### config.mk
export PLATFORM = sky130hd
export DESIGN_NAME = lqs_ctrl
export DESIGN_NICKNAME = d
export VERILOG_FILES = /design/src/lqs_pkg.sv /design/src/lqs_ctrl.sv
export SDC_FILE = /design/constraint.sdc
export NUM_CORES = 1
export LEC_CHECK = 0
export ABC_AREA = 1
export BUFFER_PORTS_ARGS = -buffer_cell sky130_fd_sc_hd__buf_4
export CAP_MARGIN = 20
export CORE_AREA = 2 2 39 41
export DETAILED_ROUTE_END_ITERATION = 8
export DIE_AREA = 0 0 41 43
export HOLD_SLACK_MARGIN = 0.1
export SYNTH_ARGS = -nofsm -noshare
export SYNTH_HDL_FRONTEND = slang
export SYNTH_SLANG_ARGS = --single-unit
### constraint.sdc
create_clock -name clk -period 1.4 [get_ports clk]
set_clock_uncertainty 0.05 [all_clocks]
set_input_delay 0.14 -clock clk [delete_from_list [all_inputs] [get_ports clk]]
set_output_delay 0.14 -clock clk [all_outputs]
set_load 0.05 [all_outputs]
### src/lqs_pkg.sv
// Shared constants, codes and control types for the linear queue with search.
`timescale 1ns / 1ps

package lqs_pkg;

    localparam int DEPTH  = 128;
    localparam int ADDR_W = $clog2(DEPTH);
    localparam int DATA_W = 32;
    localparam int KIND_W = 2;
    localparam int STAT_W = 3;
    localparam int POS_W  = 7;

    typedef enum logic [KIND_W-1:0] {
        KIND_ENQ    = 2'd0,
        KIND_DEQ    = 2'd1,
        KIND_SEARCH = 2'd2,
        KIND_NOP    = 2'd3
    } kind_t;

    typedef enum logic [STAT_W-1:0] {
        ST_OK        = 3'd0,
        ST_OVERFLOW  = 3'd1,
        ST_UNDERFLOW = 3'd2,
        ST_EMPTY     = 3'd3,
        ST_NOT_FOUND = 3'd4
    } status_t;

    typedef logic [ADDR_W-1:0] addr_t;

    typedef struct packed {
        logic capture;
        logic enq_first;
        logic enq_append;
        logic deq_pop;
        logic scan_start;
        logic scan_step;
        logic emit;
        logic take_data;
        logic take_pos;
    } lqs_cmd_t;

    typedef struct packed {
        kind_t kind;
        logic  not_empty;
        logic  tail_last;
        logic  match;
        logic  scan_at_tail;
    } lqs_stat_t;

    function automatic logic [POS_W-1:0] to_position(input addr_t offset);
        return POS_W'(offset);
    endfunction

endpackage

### src/lqs_ctrl.sv
// Controller state machine for the linear queue with search.
`timescale 1ns / 1ps

module lqs_ctrl
    import lqs_pkg::*;
(
    input  logic      clk,
    input  logic      rst_n,
    input  logic      start,
    output logic      busy,
    output logic      done,
    output status_t   status,
    input  lqs_stat_t stat,
    output lqs_cmd_t  cmd
);

    typedef enum logic [1:0] {
        S_IDLE,
        S_EXEC,
        S_DEQ,
        S_SCAN
    } state_t;

    state_t  state_reg,  state_next;
    logic    done_reg,   done_next;
    status_t status_reg, status_next;

    always_comb
    begin
        state_next  = state_reg;
        done_next   = 1'b0;
        status_next = status_reg;
        cmd         = '0;
        case (state_reg)
            S_IDLE:
            begin
                if (start)
                begin
                    cmd.capture = 1'b1;
                    state_next  = S_EXEC;
                end
            end
            S_EXEC:
            begin
                state_next = S_IDLE;
                case (stat.kind)
                    KIND_ENQ:
                    begin
                        cmd.emit = 1'b1;
                        if (!stat.not_empty)
                        begin
                            cmd.enq_first = 1'b1;
                            status_next   = ST_OK;
                        end
                        else if (stat.tail_last)
                        begin
                            status_next = ST_OVERFLOW;
                        end
                        else
                        begin
                            cmd.enq_append = 1'b1;
                            status_next    = ST_OK;
                        end
                    end
                    KIND_DEQ:
                    begin
                        if (!stat.not_empty)
                        begin
                            cmd.emit    = 1'b1;
                            status_next = ST_UNDERFLOW;
                        end
                        else
                        begin
                            state_next = S_DEQ;
                        end
                    end
                    KIND_SEARCH:
                    begin
                        if (!stat.not_empty)
                        begin
                            cmd.emit    = 1'b1;
                            status_next = ST_EMPTY;
                        end
                        else
                        begin
                            cmd.scan_start = 1'b1;
                            state_next     = S_SCAN;
                        end
                    end
                    default:
                    begin
                        cmd.emit    = 1'b1;
                        status_next = ST_OK;
                    end
                endcase
            end
            S_DEQ:
            begin
                cmd.deq_pop   = 1'b1;
                cmd.emit      = 1'b1;
                cmd.take_data = 1'b1;
                status_next   = ST_OK;
                state_next    = S_IDLE;
            end
            S_SCAN:
            begin
                if (stat.match)
                begin
                    cmd.emit     = 1'b1;
                    cmd.take_pos = 1'b1;
                    status_next  = ST_OK;
                    state_next   = S_IDLE;
                end
                else if (stat.scan_at_tail)
                begin
                    cmd.emit    = 1'b1;
                    status_next = ST_NOT_FOUND;
                    state_next  = S_IDLE;
                end
                else
                begin
                    cmd.scan_step = 1'b1;
                end
            end
            default:
            begin
                state_next = S_IDLE;
            end
        endcase
        if (cmd.emit)
        begin
            done_next = 1'b1;
        end
    end

    always_ff @(posedge clk or negedge rst_n)
    begin
        if (!rst_n)
        begin
            state_reg  <= S_IDLE;
            done_reg   <= 1'b0;
            status_reg <= ST_OK;
        end
        else
        begin
            state_reg  <= state_next;
            done_reg   <= done_next;
            status_reg <= status_next;
        end
    end

    assign busy   = (state_reg != S_IDLE);
    assign done   = done_reg;
    assign status = status_reg;

    a_done_in_idle: assert property (@(posedge clk) disable iff (!rst_n)
        done_reg |-> state_reg == S_IDLE)
        else $error("result strobe outside idle");

endmodule

== Yosys cells after proc, flatten, opt, wreduce, memory -nomap -nowiden ==
Index checks and enable logic that the tools add are counted.
Word-level totals
  register bits: 6
  bits of input ports: 9
  output and inout bits: 14
  logic and storage cells: 55
Cells by class
  equality and inequality tests: 9
  multiplexer cells: 36
  reductions and logical operators: 7
Operator list (count)
  1-bit 2-to-1 mux: 20
  3-bit one-hot mux with 3 select lines: 2
  2-bit 2-to-1 mux: 7
  3-bit 2-to-1 mux: 4
  3-bit != test (second input constant): 3
  2-bit one-hot mux with 4 select lines: 1
  2-bit == test (second input constant): 3
  2-bit by 1-bit == test with 1-bit output (second input constant): 2
  2-bit logical NOT: 2
  2-bit one-hot mux with 2 select lines: 1
  4-bit AND reduction: 1
  1-bit one-hot mux with 3 select lines: 1
  3-bit nonzero test: 1
  2-bit != test (second input constant): 1
  2-bit AND reduction: 1
  2-bit nonzero test: 1
  2-bit OR reduction: 1

== Depth between registers and ports, before layout ==
  depth in word-level cells: 5
  gate-level depth with buffers: 8
  gate-level depth less buffers: 8

== Least setup slack after synthesis ==
No wires, ideal clock.
  kind: reg-to-output
  start point: register state_reg[1]
  end point: output cmd[6] (netlist name)
  arrival: 1.642 ns
  required time: 1.210 ns
  setup slack: -0.432 ns
  stages on the path, launching flop included: 4
  path buffers: 0
  path through: dfrtp_1 -> inv_1 -> nand3_1 -> nor3_1
RTL lines
  start, declared: RTL line lqs_ctrl.sv:24  | state_t state_reg, state_next;
  start signal, assigned: RTL line lqs_ctrl.sv:146  | state_reg <= state_next;
  end, declared: RTL line lqs_ctrl.sv:14  | output lqs_cmd_t cmd

==> impl_metrics.env <==
export IMPL_r2r_setup_slack_ns=0.06
export IMPL_cts_root_buf="clkbuf_4"
export IMPL_pwr_density_cell_mw_per_mm2=1690
export IMPL_initial_core_util_pct=30.1
export IMPL_peakVddDrop_v=0.000959
export IMPL_syn_avg_cell_area_um2=6.61
export IMPL_layout_commonest_cell="buf_4"
export IMPL_syn_cell_area_um2=417
export IMPL_grt_overflow=0
export IMPL_dp_cells=100
export IMPL_final_cells=116
export IMPL_rr_startpoint="state_reg[0]"
export IMPL_most_common_layout_cells="buf_4 (26), nand2_1 (16), inv_1 (9)"
export IMPL_min_delay_start="stat[1]"
export IMPL_antenna_found_initial=0
export IMPL_max_cap_viol_count=0
export IMPL_viasPerCell=4.62
export IMPL_antenna_cells=0
export IMPL_tightest_slew_ns=0.262
export IMPL_clkTransAtPathRegs_ns=0.04
export IMPL_final_layout_size_suffix_gt1_share_pct=54.0
export IMPL_p_leak_nw=0.477
export IMPL_max_slew_margin_pct=82.5
export IMPL_synth_cell_type_count=13
export IMPL_grt_first_pass_wirelength_mm=1.89
export IMPL_via_count=536
export IMPL_clock_latency_ns=0.24
export IMPL_final_setup_viol_count=5
export IMPL_drt_wl_total_mm=1.23
export IMPL_critPathKind="register to primary output"
export IMPL_seq_area_frac_synth_pct=36.0
export IMPL_largest_reg_flops=3
export IMPL_drv_slew=0
export IMPL_clock_sinks=6
export IMPL_die_h_um=43
export IMPL_yosysWarnings=0
export IMPL_holdPathEnd="status[2]"
export IMPL_ioPinCount=23
export IMPL_drc_errors=0
export IMPL_reg2reg_depth=9
export IMPL_cp_max_fo=3
export IMPL_layout_nets=114
export IMPL_row_count=14
export IMPL_routabilityCongestion=0.800
export IMPL_htree_levels=1
export IMPL_fillers=126
export IMPL_holdCritPathClass="primary input to register"
export IMPL_firstDrtPassIters=4
export IMPL_ys_ff_latch=6
export IMPL_drt_iter0_markers=5
export IMPL_cts_buffers=3
export IMPL_die_w_um=41
export IMPL_port_buffers=22
export IMPL_status="finished, violations left"
export IMPL_end_kind="primary output"
export IMPL_grt_total_usage_pct=16.1
export IMPL_violations="setup timing"
export IMPL_synthCells=63
export IMPL_fp_dieArea_mm2=0.00176
export IMPL_r2r_end="status[1]"
export IMPL_cts_tree="yes"
export IMPL_min_period_ns=1.45
export IMPL_seqCellArea_um2=151
export IMPL_clk_path_buf_depth=2
export IMPL_worstPathRequired_ns=1.21
export IMPL_hold_violations=0
export IMPL_grt_max_degree=7
export IMPL_fin_crit_sh_pct=103
export IMPL_grt_pass1_vias=517
export IMPL_max_freq_mhz=692
export IMPL_setup_ws_ns=-0.0455
export IMPL_finalPower_mw=1.39
export IMPL_dp_final_hpwl_um=813
export IMPL_core_area_mm2=0.00138
export IMPL_arrival_ns=1.26
export IMPL_synth_fp_nets=75
export IMPL_area_growth_pct=97.3
export IMPL_rsz0062_at_grt="true"
export IMPL_wl_per_cell_um=10.6
export IMPL_startpoint_type="register"
export IMPL_holdPathStages=4
export IMPL_multi_input_area_um2=270
export IMPL_ant_nets=0
export IMPL_fin_setup_tns_ns=-0.102
==> worst max-delay path, stage by stage (launching register included) <==
cell and delay [ns]:
dfrtp_1 0.42, buf_6 0.15, nand3_4 0.08, nor3_4 0.19, buf_6 0.18
==> worst max-delay path by stage <==
stage	startpoint	to	slack (ns)	cells past startpoint
6_report	state_reg[0]	cmd[6]	-0.05	4
5_1_grt	state_reg[1]	cmd[2]	-0.1	5
4_1_cts	state_reg[1]	cmd[2]	-0.05	6
3_5_place_dp	stat[5]	cmd[2]	0.07	7
3_3_place_gp	stat[5]	cmd[2]	0.08	7
2_1_floorplan	state_reg[1]	cmd[6]	-0.03	3
==> cells in the mapped netlist <==
master,instances,area share [%]
a21oi_1,3,3.6
buf_4,2,3.6
dfrtp_1,6,36
ha_1,3,9.0
inv_1,11,9.9
inv_2,2,1.8
nand2_1,17,15
nand2_2,2,3.0
nand3_1,2,2.4
nor2_1,10,9.0
nor2_2,1,1.5
nor3_1,2,2.4
o21ai_0,2,2.4
==> report_power, final <==
group	switching [mW]	total (mW)	internal, mW	leakage [nW]
logic	0.623	0.961	0.339	0.387
clock network	0.0563	0.153	0.0966	0.0138
registers	0.0439	0.278	0.234	0.0756
total	0.723	1.39	0.669	0.477
==> per-stage QoR <==
step | area [µm²] | worst slack (ns) | util, % | hold WS, ns
5_1_grt | 822 | -0.0987 | 59.4 | 0.153
3_5_place_dp | 612 | 0.0698 | 44.2 | -0.0992
3_3_place_gp | 612 | 0.0775 | 44.2 | -0.0993
6_report | 822 | -0.0455 | 59.4 | 0.125
4_1_cts | 758 | -0.0516 | 54.8 | 0.117
2_1_floorplan | 434 | -0.0314 | - | -0.206
==> cell type report <==
| cell class | instances | area share [%] |
|---|---|---|
| Timing Repair Buffer | 36 | 37.6 |
| Multi-Input combinational cell | 42 | 32.9 |
| Sequential cell | 6 | 18.4 |
| Inverter | 13 | 5.94 |
| Clock buffer | 3 | 2.74 |
| Tap cell | 16 | 2.44 |
==> metal layers <==
layer / track usage [%] / wire length (µm)
met5: 0 / 0
met4: 12.0 / 30
met3: 4.71 / 93
met2: 25.0 / 619
met1: 17.3 / 486
==> logic make-up (layout without fill, tap and decap cells) <==
logic type | Yosys count | count (layout) | synth area share [%]
flops | 6 | 6 | 36.0
buf+inv | 15 | 52 | 15.3
compound gates | 5 | 5 | 6.01
simple gates | 34 | 34 | 33.6
fa+ha+maj | 3 | 3 | 9.01
==> what timing repair did <==
item,CTS,global route
setup buffers,9,2
endpoints found under the setup margin,5,13
endpoints found under the hold margin,7,0
pin swaps,4,3
hold buffers,2,0
gates resized for setup,10,13
No activity file was read; power rests on OpenSTA's default activity.
